## src/sv/sip_pkg.sv

```systemverilog
package sip_pkg;

  localparam int ID_W      = 16;
  localparam int OP_W      = 2;
  localparam int ST_W      = 2;
  localparam int FRESH_W   = ID_W + 1;
  localparam int CFG_IDX_W = 1;
  localparam int CFG_W     = ID_W;
  localparam int DEPTH_DEF = 1024;

  typedef enum logic [OP_W-1:0] {
    OP_INIT  = 2'd0,
    OP_ALLOC = 2'd1,
    OP_FREE  = 2'd2,
    OP_RSVD  = 2'd3
  } op_t;

  typedef enum logic [ST_W-1:0] {
    ST_OK    = 2'd0,
    ST_EMPTY = 2'd1,
    ST_RANGE = 2'd2,
    ST_FULL  = 2'd3
  } st_t;

  typedef enum logic [CFG_IDX_W-1:0] {
    CFG_START = 1'b0,
    CFG_END   = 1'b1
  } cfg_idx_t;

  // Per-beat decision handed from the control stage to the result stage
  typedef struct packed {
    logic            from_mem;
    logic [ID_W-1:0] fresh_id;
    st_t             status;
  } dec_t;

endpackage

```

## src/sv/sip_if.sv

```systemverilog


interface sip_out_if;
  logic                     valid;
  logic                     ready;
  logic [sip_pkg::ID_W-1:0] id_out;
  logic [sip_pkg::ST_W-1:0] status;

  modport source (output valid, output id_out, output status, input ready);
  modport sink   (input valid, input id_out, input status, output ready);
endinterface

```

## src/sv/sip_outreg.sv

```systemverilog
module sip_outreg (
  input  logic                     clk,
  input  logic                     rst_n,
  input  logic                     fire,
  input  sip_pkg::dec_t            dec,
  input  logic [sip_pkg::ID_W-1:0] rd_data,
  output logic                     s1_ready,
  output logic                     s1_valid,
  sip_out_if.source                out_ch
);
  import sip_pkg::*;

  logic            s1_valid_r, s1_valid_nxt;
  dec_t            s1_dec_r;
  logic            out_valid_r, out_valid_nxt;
  logic [ID_W-1:0] out_id_r;
  st_t             out_st_r;
  logic            out_space;
  logic            s1_move;

  assign out_space    = !out_valid_r || out_ch.ready;
  assign s1_move      = s1_valid_r && out_space;
  assign s1_ready     = !s1_valid_r || out_space;
  assign s1_valid_nxt = fire || (s1_valid_r && !out_space);
  assign out_valid_nxt = s1_move || (out_valid_r && !out_ch.ready);

  always_ff @(posedge clk) begin
    if (!rst_n) begin
      s1_valid_r  <= 1'b0;
      out_valid_r <= 1'b0;
    end else begin
      s1_valid_r  <= s1_valid_nxt;
      out_valid_r <= out_valid_nxt;
    end
  end

  always_ff @(posedge clk) begin
    if (fire) begin
      s1_dec_r <= dec;
    end
    if (s1_move) begin
      out_id_r <= s1_dec_r.from_mem ? rd_data : s1_dec_r.fresh_id;
      out_st_r <= s1_dec_r.status;
    end
  end

  assign s1_valid      = s1_valid_r;
  assign out_ch.valid  = out_valid_r;
  assign out_ch.id_out = out_id_r;
  assign out_ch.status = out_st_r;

endmodule
```

## src/flat_wrapper.sv

```systemverilog
// flat-port wrapper written by rule: the top's interface ports become plain ports
module sip_outreg_flat import sip_pkg::*;
  (clk, rst_n, fire, dec, rd_data, s1_ready, s1_valid, out_ch_valid, out_ch_id_out, out_ch_status, out_ch_ready);
  sip_out_if out_ch_i ();
  input  logic clk;
  input  logic rst_n;
  input  logic fire;
  input  sip_pkg::dec_t dec;
  input  logic [sip_pkg::ID_W-1:0] rd_data;
  output logic s1_ready;
  output logic s1_valid;
  output wire logic [$bits(out_ch_i.valid)-1:0] out_ch_valid;
  output wire logic [$bits(out_ch_i.id_out)-1:0] out_ch_id_out;
  output wire logic [$bits(out_ch_i.status)-1:0] out_ch_status;
  input wire logic [$bits(out_ch_i.ready)-1:0] out_ch_ready;
  assign out_ch_valid = out_ch_i.valid;
  assign out_ch_id_out = out_ch_i.id_out;
  assign out_ch_status = out_ch_i.status;
  assign out_ch_i.ready = out_ch_ready;
  sip_outreg u_core (.clk(clk), .rst_n(rst_n), .fire(fire), .dec(dec), .rd_data(rd_data), .s1_ready(s1_ready), .s1_valid(s1_valid), .out_ch(out_ch_i));
endmodule
```

## config.mk

```make
export PLATFORM = sky130hd
export DESIGN_NAME = sip_outreg_flat
export DESIGN_NICKNAME = d
export VERILOG_FILES = /design/src/sv/sip_pkg.sv /design/src/sv/sip_if.sv /design/src/sv/sip_outreg.sv /design/src/flat_wrapper.sv
export SDC_FILE = /design/constraint.sdc
export NUM_CORES = 1
export LEC_CHECK = 0
export BUFFER_PORTS_ARGS = -buffer_cell sky130_fd_sc_hd__clkbuf_2
export CAP_MARGIN = 20
export CORE_AREA = 5 5 54 75
export CTS_CLUSTER_SIZE = 8
export DETAILED_ROUTE_END_ITERATION = 16
export DIE_AREA = 0 0 59 80
export PLACE_DENSITY = 0.8
export SLEW_MARGIN = 10
export SYNTH_ARGS = -nofsm -noshare
export SYNTH_HDL_FRONTEND = slang
export SYNTH_SLANG_ARGS = --single-unit
```

## constraint.sdc

```tcl
create_clock -name clk -period 5.3 [get_ports clk]
set_input_delay 1.06 -clock clk [delete_from_list [all_inputs] [get_ports clk]]
set_output_delay 1.06 -clock clk [all_outputs]
set_load 0.02 [all_outputs]
```

==> results_dict.tcl, run 1 <==
set metrics [dict create \
    grt_pass1_vias 818 \
    gr-usage-all-layers_pct 11.34 \
    final_core_util_pct 55.55 \
    power_leakage_nw 0.7834 \
    cts_buffers 5 \
    finalCritPeriodShare_pct 50.12 \
    routedWlPerCell_um 14.78 \
    required_ns 4.24 \
    hold_path.class "reg2reg" \
    worst_ep_arrival_time_ns 1.60 \
    core_mm2 0.003316 \
    worstMarginPinSlew_ns 0.8205 \
    regToRegEndpoint "u_core.out_ch.id_out[0]" \
    regArea_mm2 0.001151 \
    cts_resized 0 \
    pin_count 60 \
    slew_headroom_pct 45.30 \
    die_h_um 80 \
    drive_gt1_share_pct 63.57 \
    n_antenna_cell 0 \
    cts_setup_buffers 0 \
    finalClockSkew_ns 0.005215 \
    ys_seq_elements 39 \
    clk_pin_slew_ns 0.07 \
    rrSetupSlack_ns 3.74 \
    min_from "u_core.s1_dec_r[0]" \
    multiInputGateArea_um2 256.5 \
    cts-root-buf "clkbuf_8" \
    ant_nets 0 \
    port_buffers 59 \
    ys_seq_area_share_pct 80.00 \
    synth_fp_nets 102 \
    hold_end "u_core.out_ch.status[0]" \
    crit_type "in2out" \
    reg2reg_depth 1 \
    cts_tree "done" \
    final_common_cell "clkbuf_2" \
    final_max_slew_viol_count 0 \
    yosys_warnings 0 \
    outcome "finished, final reports clean" \
    fmax_mhz 376.5 \
    via_per_inst 4.503 \
    netlist_area_mm2 0.001439 \
    cts_sinks 39 \
    drc 0 \
    area_growth_pct 28.00 \
    initial_core_util_pct 43.40 \
    holdWs_ns 0.4502 \
    fillCellCount 283 \
    hpwl_mm 2.098 \
    nets 167 \
    syn-instance-count 63 \
    routed_wl_mm 2.497 \
    grt_max_degree 21 \
    startpoint_type "input pin" \
    p_per_area_mw_per_mm2 331.7 \
    critPathCaptureType "primary output" \
    hold-path-cell-count 0 \
    row_count 25 \
    finalSetupViolCount 0 \
    syn_avg_cell_area_um2 22.84 \
    vias 761 \
    maxCapViolations 0 \
    grt-ovfl-total 0 \
    drt-pass1-iter-count 4 \
    drt_iter0_markers 14 \
    fin_setup_tns_ns 0 \
    finalPower_mw 0.6110 \
    clk_latency_ns 0.27 \
    synth.distinct_cells 11 \
    most-common-layout-cells "clkbuf_2 (59), edfxtp_1 (37), mux2_4 (10)" \
    die_w_um 59 \
    r2r_start "u_core.s1_dec_r[18]" \
    gp_congestion 0.6657 \
    htree_levels 2 \
    vdd_drop_max_uv 181.2 \
    fin_crit_ns 2.656 \
    hold_violations 0 \
    clock_path_buffers 2 \
    antenna_found_initial 0 \
    hold_buffers 0 \
    grt_pass1_wl_mm 3.739 \
    dieArea_mm2 0.004720 \
    crit_fanout 4 \
    rsz0062_at_grt "false" \
]
## worst max-delay path by stage
stage                            start        to  cells past startpoint
after floorplan           out_ch_ready  s1_ready                      2
after global placement    out_ch_ready  s1_ready                      4
after detailed placement  out_ch_ready  s1_ready                      4
after CTS                 out_ch_ready  s1_ready                      4
after global routing      out_ch_ready  s1_ready                      4
final                     out_ch_ready  s1_ready                      4
## through the flow
step	std cells	cell area [um2]	setup slack, ns
detailed placement	161	1760	2.636
global placement	161	1760	2.672
CTS	169	1842	2.637
global route	169	1842	2.598
floorplan	63	1439	2.816
finish	169	1842	2.644
## state kept, by name, indices dropped and copies added, names as in the netlist
name	cells
u_core.s1_dec_r	19
u_core.out_ch.id_out	16
u_core.out_ch.status	2
u_core.out_ch.valid	1
u_core.s1_valid	1
## cells in the mapped netlist
cell type / number / area share [%]
a22o_1: 1 / 0.61
and2_1: 1 / 0.44
buf_12: 1 / 1.4
buf_6: 1 / 0.78
dfxtp_1: 2 / 2.8
edfxtp_1: 37 / 77
mux2_2: 6 / 4.7
mux2_4: 10 / 10
nand2_1: 1 / 0.26
nor2b_1: 2 / 0.87
o21a_1: 1 / 0.52
## logic make-up after synthesis
logic type	share of synthesized area [%]
buf+inv	2.174
flops	80.00
compound gates	1.131
mux	15.13
simple gates	1.565
## worst max-delay path, cell delays in order
cell	delay, ns
clkbuf_2	0.08
nor2b_1	0.22
nand2_1	0.08
clkbuf_2	0.16
## cell type report
type                       instances  area share [%]
clock inverter                     1          0.2717
timing repair buffer              60           16.44
tap                               40           2.717
sequential                        39           62.50
clock buffer                       7           4.144
multi-input combinational         22           13.93
## report_power, final
| group | internal (mW) | switching (mW) |
|---|---|---|
| Combinational | 0.0337 | 0.0281 |
| Clock | 0.0920 | 0.0839 |
| Sequential | 0.363 | 0.0102 |
## metal layers
| metal | GRT usage, % | share of wire [%] | vias up |
|---|---|---|---|
| met3 | 4.207 | 8.0 | 2 |
| met2 | 20.02 | 58 | 34 |
| met1 | 10.74 | 33 | 352 |
| li1 | - | - | 373 |
| met5 | 0 | 0 | - |
| met4 | 6.803 | 1.6 | 0 |
Note: power is estimated with default switching activity, not from simulation.
==> run 2: changes to the inputs <==
Settings changed: CORE_AREA 5 5 54 75 to 5 5 56 78, DIE_AREA 0 0 59 80 to 0 0 61 83, PLACE_DENSITY 0.8 to 0.78.
Clock period 5.3 ns to 2.29 ns, I/O delays scaled along.
==> run 2 against run 1 <==
Worst hold slack got worse by 0.095 ns. Clock power increased to 2.7 times the previous value. Sequential share of layout area decreased by 0.96 points. Register-to-register slack got worse by 2.7 ns. Power increased by 140%. Utilization decreased by 3.3 points. Design area increased by 1.6%. Via count decreased by 0.66%. Cell count increased by 1.8%. Highest routed layer unchanged. Worst setup slack got worse by 1.9 ns.
==> results_dict.tcl, run 2 (synthesis gave the netlist of run 1 again) <==
set metrics [dict create \
    critPathMaxStageDelay_ns 0.33 \
    drt-pass1-iter-count 4 \
    most-common-layout-cells "clkbuf_2 (59), edfxtp_1 (37), mux2_4 (10)" \
    min_from "dec[17]" \
    path_buf_inv 1 \
    routedWlPerCell_um 13.49 \
    die_h_um 83 \
    slew_headroom_pct 69.49 \
    hold_buffers 0 \
    fillCellCount 319 \
    gr-usage-all-layers_pct 10.06 \
    maxCapViolations 0 \
    regMostFlops "u_core.s1_dec_r" \
    regArea_mm2 0.001151 \
    rsz0062_at_grt "false" \
    via_per_inst 4.395 \
    die_w_um 61 \
    finalCritPeriodShare_pct 68.75 \
    vdd_drop_max_uv 495.3 \
    finalClockSkew_ns 0.002683 \
    regToRegEndpoint "u_core.out_ch.id_out[15]" \
    grt_max_degree 21 \
    routed_wl_mm 2.320 \
    worstMarginPinSlew_ns 0.4577 \
    path_delay_family "simple AND/OR/NAND/NOR gates" \
    clk_pin_slew_ns 0.06 \
    hold_end "u_core.s1_dec_r[17]" \
    vias 756 \
    worst_ep_arrival_time_ns 1.12 \
    crit_slowest_cell "dfxtp_1" \
    clk_latency_ns 0.27 \
    hold_violations 0 \
    reg2reg_depth 2 \
    cp_cell_sequence "nor2b_1 -> nand2_1 -> clkbuf_2" \
    cts-root-buf "clkbuf_8" \
    pin_count 60 \
    crit_type "reg2out" \
    critPathCaptureType "primary output" \
    startpoint_type "flip-flop" \
    hold_path.class "in2reg" \
    r2r_start "u_core.s1_dec_r[18]" \
    required_ns 1.83 \
    ant_nets 0 \
    hpwl_mm 1.895 \
    cts_resized 0 \
    core_mm2 0.003578 \
    nets 168 \
    final_max_slew_viol_count 0 \
    multiInputGateArea_um2 256.5 \
    cts_setup_buffers 0 \
    row_count 26 \
    hold-path-cell-count 1 \
    area_growth_pct 30.00 \
    grt_pass1_wl_mm 3.643 \
    cts_sinks 39 \
    dieArea_mm2 0.005063 \
    gp_congestion 0.6637 \
    cts_buffers 5 \
    cts_tree "done" \
    drt_iter0_markers 10 \
    power_leakage_nw 0.7975 \
    htree_levels 2 \
    fin_crit_ns 1.574 \
    n_antenna_cell 0 \
    antenna_found_initial 0 \
    largest_reg_flops 19 \
    outcome "finished, final reports clean" \
    grt_pass1_vias 798 \
    drive_gt1_share_pct 64.62 \
    final_common_cell "clkbuf_2" \
    p_per_area_mw_per_mm2 788.1 \
    fmax_mhz 635.1 \
    rrSetupSlack_ns 1.08 \
    port_buffers 59 \
    grt-ovfl-total 0 \
    drc 0 \
    crit_fanout 4 \
    placed_cells 164 \
    fin_setup_tns_ns 0 \
    clock_path_buffers 2 \
    initial_core_util_pct 40.21 \
    finalSetupViolCount 0 \
    fin_cells 172 \
]
run 2: cell type report:
class | instances | area share (%)
multi-input combinational | 22 | 13.71
timing repair buffer | 61 | 16.59
tap | 42 | 2.809
clock buffer | 8 | 5.351
sequential | 39 | 61.54
run 2: power by group:
part           total, mW  internal [mW]  switching (mW)
Clock              0.470          0.274           0.196
Combinational      0.151         0.0787          0.0720
Sequential         0.853          0.840          0.0132
Total               1.47           1.19           0.281
run 2: per-stage QoR:
step                util, %  instance area [um2]  hold WS (ns)  setup WS [ns]  power (mW)
finish                52.27                 1871        0.3549         0.7155       1.474
global placement      49.48                 1770        0.4130         0.8669       1.015
detailed placement    49.48                 1770        0.4350         0.8143       1.022
CTS                   52.27                 1871        0.3417         0.6883       1.492
global route          52.27                 1871        0.3392         0.6200       1.535
floorplan                 -                 1439        0.4003         0.5125      0.9609
run 2: how the worst max path moves through the flow:
stage / to / start / cells past startpoint
finish: s1_ready / u_core.out_ch.valid / 3
detailed placement: s1_ready / out_ch_ready / 4
CTS: s1_ready / u_core.out_ch.valid / 3
global placement: s1_ready / out_ch_ready / 4
global route: s1_ready / u_core.out_ch.valid / 3
floorplan: u_core.out_ch.id_out[0] / u_core.out_ch.valid / 2
run 2: per-layer routing:
metal,up-vias,global-route usage [%],routed length (um)
li1,376,-,-
met2,33,15.77,1249
met1,341,11.05,810
met5,-,0,0
met4,0,7.890,106
met3,6,2.484,153
run 2: worst register-to-register path: cells and delay by family (launching register included):
kind,cells,cell delay (ns)
mux,1,0.38
flops,1,0.32
buf+inv,1,0.26
