--- src/sv/sip_pkg.sv ---
package sip_pkg;

  localparam int ID_W      = 16;
  localparam int OP_W      = 2;
  localparam int ST_W      = 2;
  localparam int FRESH_W   = ID_W + 1;
  localparam int CFG_IDX_W = 1;
  localparam int CFG_W     = ID_W;
  localparam int DEPTH_DEF = 1024;

  typedef enum logic [OP_W-1:0] {
    OP_INIT  = 2'd0,
    OP_ALLOC = 2'd1,
    OP_FREE  = 2'd2,
    OP_RSVD  = 2'd3
  } op_t;

  typedef enum logic [ST_W-1:0] {
    ST_OK    = 2'd0,
    ST_EMPTY = 2'd1,
    ST_RANGE = 2'd2,
    ST_FULL  = 2'd3
  } st_t;

  typedef enum logic [CFG_IDX_W-1:0] {
    CFG_START = 1'b0,
    CFG_END   = 1'b1
  } cfg_idx_t;

  // Per-beat decision handed from the control stage to the result stage
  typedef struct packed {
    logic            from_mem;
    logic [ID_W-1:0] fresh_id;
    st_t             status;
  } dec_t;

endpackage

--- src/sv/sip_ctrl.sv ---
module sip_ctrl #(
  parameter int DEPTH = sip_pkg::DEPTH_DEF,
  parameter int AW    = $clog2(DEPTH),
  parameter int CW    = $clog2(DEPTH + 1)
) (
  input  logic                          clk,
  input  logic                          rst_n,
  input  logic                          cfg_we,
  input  logic [sip_pkg::CFG_IDX_W-1:0] cfg_idx,
  input  logic [sip_pkg::CFG_W-1:0]     cfg_data,
  input  logic                          fire,
  input  logic [sip_pkg::OP_W-1:0]      opcode,
  input  logic [sip_pkg::ID_W-1:0]      id_value,
  output logic                          mem_we,
  output logic [AW-1:0]                 mem_waddr,
  output logic [sip_pkg::ID_W-1:0]      mem_wdata,
  output logic [AW-1:0]                 mem_raddr,
  output sip_pkg::dec_t                 dec
);
  import sip_pkg::*;

  logic [ID_W-1:0]    start_r, end_r;
  logic [AW-1:0]      head_r, head_nxt;
  logic [AW-1:0]      tail_r, tail_nxt;
  logic [CW-1:0]      cnt_r, cnt_nxt;
  logic [FRESH_W-1:0] fresh_r, fresh_nxt;
  logic [FRESH_W-1:0] left_r, left_nxt;
  op_t                op;
  logic               in_range;

  assign op       = op_t'(opcode);
  assign in_range = (id_value >= start_r) && (id_value <= end_r);

  always_ff @(posedge clk) begin
    if (!rst_n) begin
      start_r <= '0;
      end_r   <= '0;
    end else if (cfg_we) begin
      unique case (cfg_idx_t'(cfg_idx))
        CFG_START: start_r <= cfg_data;
        CFG_END:   end_r   <= cfg_data;
      endcase
    end
  end

  always_comb begin
    head_nxt  = head_r;
    tail_nxt  = tail_r;
    cnt_nxt   = cnt_r;
    fresh_nxt = fresh_r;
    left_nxt  = left_r;
    mem_we    = 1'b0;
    dec       = '{from_mem: 1'b0, fresh_id: '0, status: ST_OK};
    if (fire) begin
      unique case (op)
        OP_INIT: begin
          head_nxt = '0;
          tail_nxt = '0;
          cnt_nxt  = '0;
          if (start_r <= end_r) begin
            fresh_nxt = {1'b0, start_r};
            left_nxt  = {1'b0, end_r} - {1'b0, start_r} + FRESH_W'(1);
          end else begin
            fresh_nxt = '0;
            left_nxt  = '0;
          end
        end
        OP_ALLOC: begin
          // untouched range IDs go out before anything freed
          if (left_r != '0) begin
            dec.fresh_id = fresh_r[ID_W-1:0];
            fresh_nxt    = fresh_r + FRESH_W'(1);
            left_nxt     = left_r - FRESH_W'(1);
          end else if (cnt_r != '0) begin
            dec.from_mem = 1'b1;
            head_nxt     = (head_r == AW'(DEPTH - 1)) ? '0 : head_r + AW'(1);
            cnt_nxt      = cnt_r - CW'(1);
          end else begin
            dec.status = ST_EMPTY;
          end
        end
        OP_FREE: begin
          if (!in_range) begin
            dec.status = ST_RANGE;
          end else if (cnt_r == CW'(DEPTH)) begin
            dec.status = ST_FULL;
          end else begin
            mem_we   = 1'b1;
            tail_nxt = (tail_r == AW'(DEPTH - 1)) ? '0 : tail_r + AW'(1);
            cnt_nxt  = cnt_r + CW'(1);
          end
        end
        default: begin
        end
      endcase
    end
  end

  always_ff @(posedge clk) begin
    if (!rst_n) begin
      head_r  <= '0;
      tail_r  <= '0;
      cnt_r   <= '0;
      fresh_r <= '0;
      left_r  <= '0;
    end else begin
      head_r  <= head_nxt;
      tail_r  <= tail_nxt;
      cnt_r   <= cnt_nxt;
      fresh_r <= fresh_nxt;
      left_r  <= left_nxt;
    end
  end

  assign mem_waddr = tail_r;
  assign mem_wdata = id_value;
  assign mem_raddr = head_r;

endmodule

--- config.mk ---
export PLATFORM = sky130hd
export DESIGN_NAME = sip_ctrl
export DESIGN_NICKNAME = d
export VERILOG_FILES = /design/src/sv/sip_pkg.sv /design/src/sv/sip_ctrl.sv
export SDC_FILE = /design/constraint.sdc
export NUM_CORES = 1
export LEC_CHECK = 0
export BUFFER_PORTS_ARGS = -buffer_cell sky130_fd_sc_hd__buf_2
export CORE_MARGIN = 4
export CORE_UTILIZATION = 35
export DETAILED_ROUTE_END_ITERATION = 12
export GPL_ROUTABILITY_DRIVEN = 0
export SLEW_MARGIN = 10
export SYNTH_ARGS = -nofsm -noshare
export SYNTH_HDL_FRONTEND = slang
export SYNTH_SLANG_ARGS = --single-unit
--- constraint.sdc ---
create_clock -name clk -period 4.8 [get_ports clk]
set_input_delay 0.48 -clock clk [delete_from_list [all_inputs] [get_ports clk]]
set_output_delay 0.48 -clock clk [all_outputs]
set_load 0.02 [all_outputs]
==> results.md <==
- The share of cells above drive strength 1 is 13.4%.
- The endpoint of the most critical register-to-register path is mem_waddr[5]$_SDFFE_PN0P_.
- The row count is 53.
- During placement, the flow inserted port buffers numbering 94.
- The number of cells in the finished layout apart from fillers is 1318.
- The leakage power is 3.52 nW.
- The number of nets with antenna violations after routing is 0.
- The total non-filler cell area in the finished layout is 8440 um^2.
- The worst hold path begins at cfg_data[8].
- The die covers 24000 um^2.
- Global routing finished with a remaining overflow of 0.
- Counting flops with an async set or reset pin after synthesis yields a share of 0%.
- The share of synthesized cell area in and, or, nand and nor gates is 22.4%.
- The setup slack of the most critical reg-to-reg path is 1.30 ns.
- The maximum count of clock buffers along a single path is 2.
- The starting density of the core is 35.8%.
- The later pin in the worst-skew pair is clocked with a latency of 0.36 ns.
- The number of setup violations in the final report is 0.
- The synthesized netlist devotes 26.2% of its cell area to compound gates.
- The Yosys step of the flow raised 0 warnings.
- The worst-margin pin slew is 1.13 ns.
- The path class of the tightest hold or removal check is in -> reg.
- Summing all placed instances gives a cell area of 8150 um^2.
- Hold timing on the final database bottoms out at a slack of 0.364 ns.
- The count of inserted antenna diode cells is 0.
- After clock tree synthesis, the clock-pin slew on the worst setup and hold paths is 0.08 ns.
- The final hold violation count was 0.
- The synthesized design contains 0 enable-type register cells.
- The total nets after synthesis is 1122.
- TritonCTS built the clock tree.
- The detailed placer's ending HPWL is 16.3 mm.
- The arrival time of the worst setup path is 3.34 ns.
- The worst-case hold path end point is end_r[8]$_SDFFE_PN0P_.
- Wires add up to 21.8 mm.
- The combined area of the multi-input logic cells is 5090 um^2.
- Power spread over the standard cell area amounts to 280 nW/um^2.
- Clock tree synthesis selected as its root buffer the cell sky130_fd_sc_hd__clkbuf_16.
- The detailed router placed 7272 vias in this run.
- Once placement completed, the tool counted placed cells totaling 1302.
- The TritonCTS sink count is 96.
- The maximum fanout count along the critical path is 12.
- The setup slack after layout is 0.978 ns.
- The summed negative setup slack over all endpoints is 0 ns.
- After clock tree synthesis, the flow added hold-fix buffers numbering 0.
- The count of filler cells inserted in the layout is 2215.
- The first detailed-routing pass ran for 5 iterations.
- STA classifies the critical path endpoint as an output port.
- Across the VDD grid, the largest voltage drop is 0.189 mV.
- The DRC violation total after the first TritonRoute iteration is 392.
- Post-CTS repair changed the size of 0 cells.
- The worst-case setup slack after placement is 1.21 ns.
- The boundary pin count is 95.
- Clock tree synthesis inserted a total of 9 buffers.
- The part of the Yosys area used for sequential elements is 25.5%.
- In the finished design, the share of the clock period the worst path needs comes to 79.6%.
- The largest net degree at the start of global routing is 50.
- Summing the areas of all fa, ha and maj instances in the mapped netlist gives 16.4% of the synthesized area.
- The via count of the first global-routing pass is 6758.
- The count of final max-slew check failures was 0.
- Setup repair after global routing left no endpoint under its margin.
- The number of nets at the end of the flow is 1174.
- The count of state elements after synthesis is 96.
- The clock period could shrink to 3.82 ns.
- The average via count per standard cell is 5.52.
- The class of the most critical setup path is reg -> out.
- The worst setup path is launched from a register.
- The number of setup buffers added after CTS is 0.
- The main combinational cell family by area after synthesis is compound AO/OA/AOI/OAI gates.
- Among all flip-flop cells after synthesis, the most frequent one is sky130_fd_sc_hd__dfxtp_1.
- The required time at the endpoint of the critical path is 4.32 ns.
- The count of different cell masters after synthesis is 71.
- The run finished with clean final reports.
- The number of remaining DRC errors is 0.
- The wire length of the first global-routing pass is 35.1 mm.
- Across the whole layout, storage elements account for 1920 um^2.
- The floorplan die height is 155 um.
- The overall die width is 155 um.
- The worst setup skew after layout is 0.00956 ns.
- The worst register-to-register path begins at end_r[14]$_SDFFE_PN0P_.
- Of the total synthesized cell area, the portion taken by XOR and XNOR cells is 2.09%.
- The post-synthesis instance total is 986.
- Across the run, the number of max-cap violations was 0.
- After synthesis, the mean cell area works out to 7.66 um^2.
- The core outline area is 21100 um^2.
- The combined global-route utilization of all metal layers is 17.8%.
- The number of antenna violations at the first check in global routing is 0.
- The detail-routed net length per standard cell is 16.5 um.
- The number of H-tree branching levels is 3.
- The area growth from synthesis to layout is 11.8%.
- The cell depth of the worst hold path is 3.
- The worst register-to-register path has a depth of 8.
- The area of the mapped netlist is 7550 um^2.
- Headroom to the max-slew limit came out at 24.7%.
- After synthesis, the share of cell area in mux cells is 0.149%.
- Based on the critical path, the design can be clocked at up to 262 MHz.
power breakdown:
part / internal, mW / leakage, nW / switching [mW] / total, mW
Combinational: 0.293 / 2.59 / 0.465 / 0.758
Clock: 0.364 / 0.144 / 0.362 / 0.726
Sequential: 0.836 / 0.780 / 0.0468 / 0.883
Total: 1.49 / 3.52 / 0.873 / 2.37
critical path: stages, from the launching register on:
cell,delay (ns)
sky130_fd_sc_hd__dfxtp_1,0.36
sky130_fd_sc_hd__inv_1,0.07
sky130_fd_sc_hd__ha_1,0.31
sky130_fd_sc_hd__nand4_1,0.17
sky130_fd_sc_hd__or4_1,0.50
sky130_fd_sc_hd__o221a_2,0.35
sky130_fd_sc_hd__o2111ai_1,0.92
sky130_fd_sc_hd__inv_1,0.09
sky130_fd_sc_hd__buf_2,0.20
flip-flops by register name (all words and copies together), names as in the netlist:
name,flops
left_r,17
end_r,16
fresh_r,16
start_r,16
cnt_r,11
mem_raddr,10
mem_waddr,10
cell families after synthesis:
kind of cell / count (synthesis)
AND/OR/NAND/NOR: 337
AO/OA/AOI/OAI: 307
buffers and inverters: 130
adder cells (fa/ha/maj): 97
flip-flops: 96
XOR/XNOR: 18
multiplexers: 1
routing by layer:
metal  share of wire (%)  vias up  track usage (%)
met1                  50     3386             25.7
met3                 5.2       20             2.70
met4                 1.8        0             4.88
met5                   0        -                0
met2                  43      172             27.7
li1                    -     3694                -
Yosys cell counts, types with 4 or more instances:
library cell | n | area [um^2]
sky130_fd_sc_hd__nand2_1 | 117 | 439
sky130_fd_sc_hd__a21oi_1 | 105 | 526
sky130_fd_sc_hd__dfxtp_1 | 96 | 1920
sky130_fd_sc_hd__ha_1 | 94 | 1180
sky130_fd_sc_hd__inv_1 | 65 | 244
sky130_fd_sc_hd__nor2_1 | 55 | 206
sky130_fd_sc_hd__o21ai_0 | 51 | 255
sky130_fd_sc_hd__clkbuf_1 | 42 | 158
sky130_fd_sc_hd__nand3_1 | 35 | 175
sky130_fd_sc_hd__and2_1 | 24 | 150
sky130_fd_sc_hd__and3_1 | 23 | 144
sky130_fd_sc_hd__a21o_1 | 20 | 150
sky130_fd_sc_hd__nor3_1 | 18 | 90.1
sky130_fd_sc_hd__a31oi_1 | 17 | 106
sky130_fd_sc_hd__buf_4 | 17 | 128
sky130_fd_sc_hd__o31ai_1 | 12 | 90.1
sky130_fd_sc_hd__nand4_1 | 11 | 68.8
sky130_fd_sc_hd__o2111ai_1 | 11 | 96.3
sky130_fd_sc_hd__xnor2_1 | 11 | 96.3
sky130_fd_sc_hd__o22ai_1 | 10 | 62.6
sky130_fd_sc_hd__nor4_1 | 8 | 50.1
sky130_fd_sc_hd__a211oi_1 | 7 | 52.6
sky130_fd_sc_hd__a22oi_1 | 7 | 52.6
sky130_fd_sc_hd__a31o_2 | 7 | 61.3
sky130_fd_sc_hd__xor2_1 | 7 | 61.3
sky130_fd_sc_hd__a32oi_1 | 6 | 52.6
sky130_fd_sc_hd__nand2b_1 | 6 | 37.5
sky130_fd_sc_hd__o32ai_1 | 6 | 52.6
sky130_fd_sc_hd__o21a_1 | 5 | 37.5
sky130_fd_sc_hd__o21bai_1 | 5 | 37.5
sky130_fd_sc_hd__or3_1 | 5 | 31.3
sky130_fd_sc_hd__or3b_1 | 5 | 43.8
sky130_fd_sc_hd__a221oi_1 | 4 | 35.0
sky130_fd_sc_hd__and4_1 | 4 | 35.0
sky130_fd_sc_hd__nor2b_1 | 4 | 25.0
sky130_fd_sc_hd__nor3b_1 | 4 | 30.0
sky130_fd_sc_hd__or2_2 | 4 | 25.0
stage by stage:
stage	utilization (%)	total power [mW]
final	40.0	2.37
after detailed placement	38.7	1.65
after global placement	38.7	1.65
after CTS	40.0	2.38
after floorplan	-	1.46
after global routing	40.0	2.51
cell type report:
type	instances	share of cell area, %
Clock inverter	7	0.741
Multi-Input combinational cell	760	60.3
Inverter	67	2.98
Timing Repair Buffer	104	6.46
Tap cell	275	4.08
Sequential cell	96	22.8
Clock buffer	9	2.67
worst max path at each step:
stage	startpoint	to	slack [ns]	depth (start not counted)
floorplan	opcode[0]	cnt_r[10]$_SDFFE_PN0P_	1.48	14
global placement	id_value[14]	mem_we	1.23	8
detailed placement	id_value[14]	mem_waddr[5]$_SDFFE_PN0P_	1.21	8
CTS	end_r[5]$_SDFFE_PN0P_	mem_we	1.02	8
global route	end_r[14]$_SDFFE_PN0P_	mem_we	0.84	8
finish	end_r[14]$_SDFFE_PN0P_	mem_we	0.98	8
layout by cell type, fill, tap and decap left out, drive strengths merged, types with 4 or more instances in the layout:
master | synthesis | layout
a21o | 20 | 20
clkinv | 1 | 4
o31ai | 12 | 12
o2111ai | 11 | 11
nand4 | 11 | 11
buf | 21 | 104
nand3 | 35 | 35
and2 | 24 | 24
nor3b | 4 | 4
nor2b | 4 | 4
xor2 | 7 | 7
nor3 | 18 | 18
nand2b | 6 | 6
o32ai | 6 | 6
nor2 | 55 | 55
o21ai | 53 | 53
a21oi | 105 | 105
or3b | 5 | 5
and3 | 23 | 23
nand2 | 117 | 117
o21bai | 5 | 5
o22ai | 10 | 10
ha | 94 | 94
a211oi | 7 | 7
a22oi | 7 | 7
clkbuf | 42 | 9
nor4 | 8 | 8
a31o | 8 | 8
a31oi | 17 | 17
a32oi | 6 | 6
inv | 66 | 70
or2 | 5 | 5
xnor2 | 11 | 11
a221oi | 4 | 4
o21a | 5 | 5
or3 | 5 | 5
and4 | 4 | 4
dfxtp | 96 | 96
(Power assumes the default switching activity.)
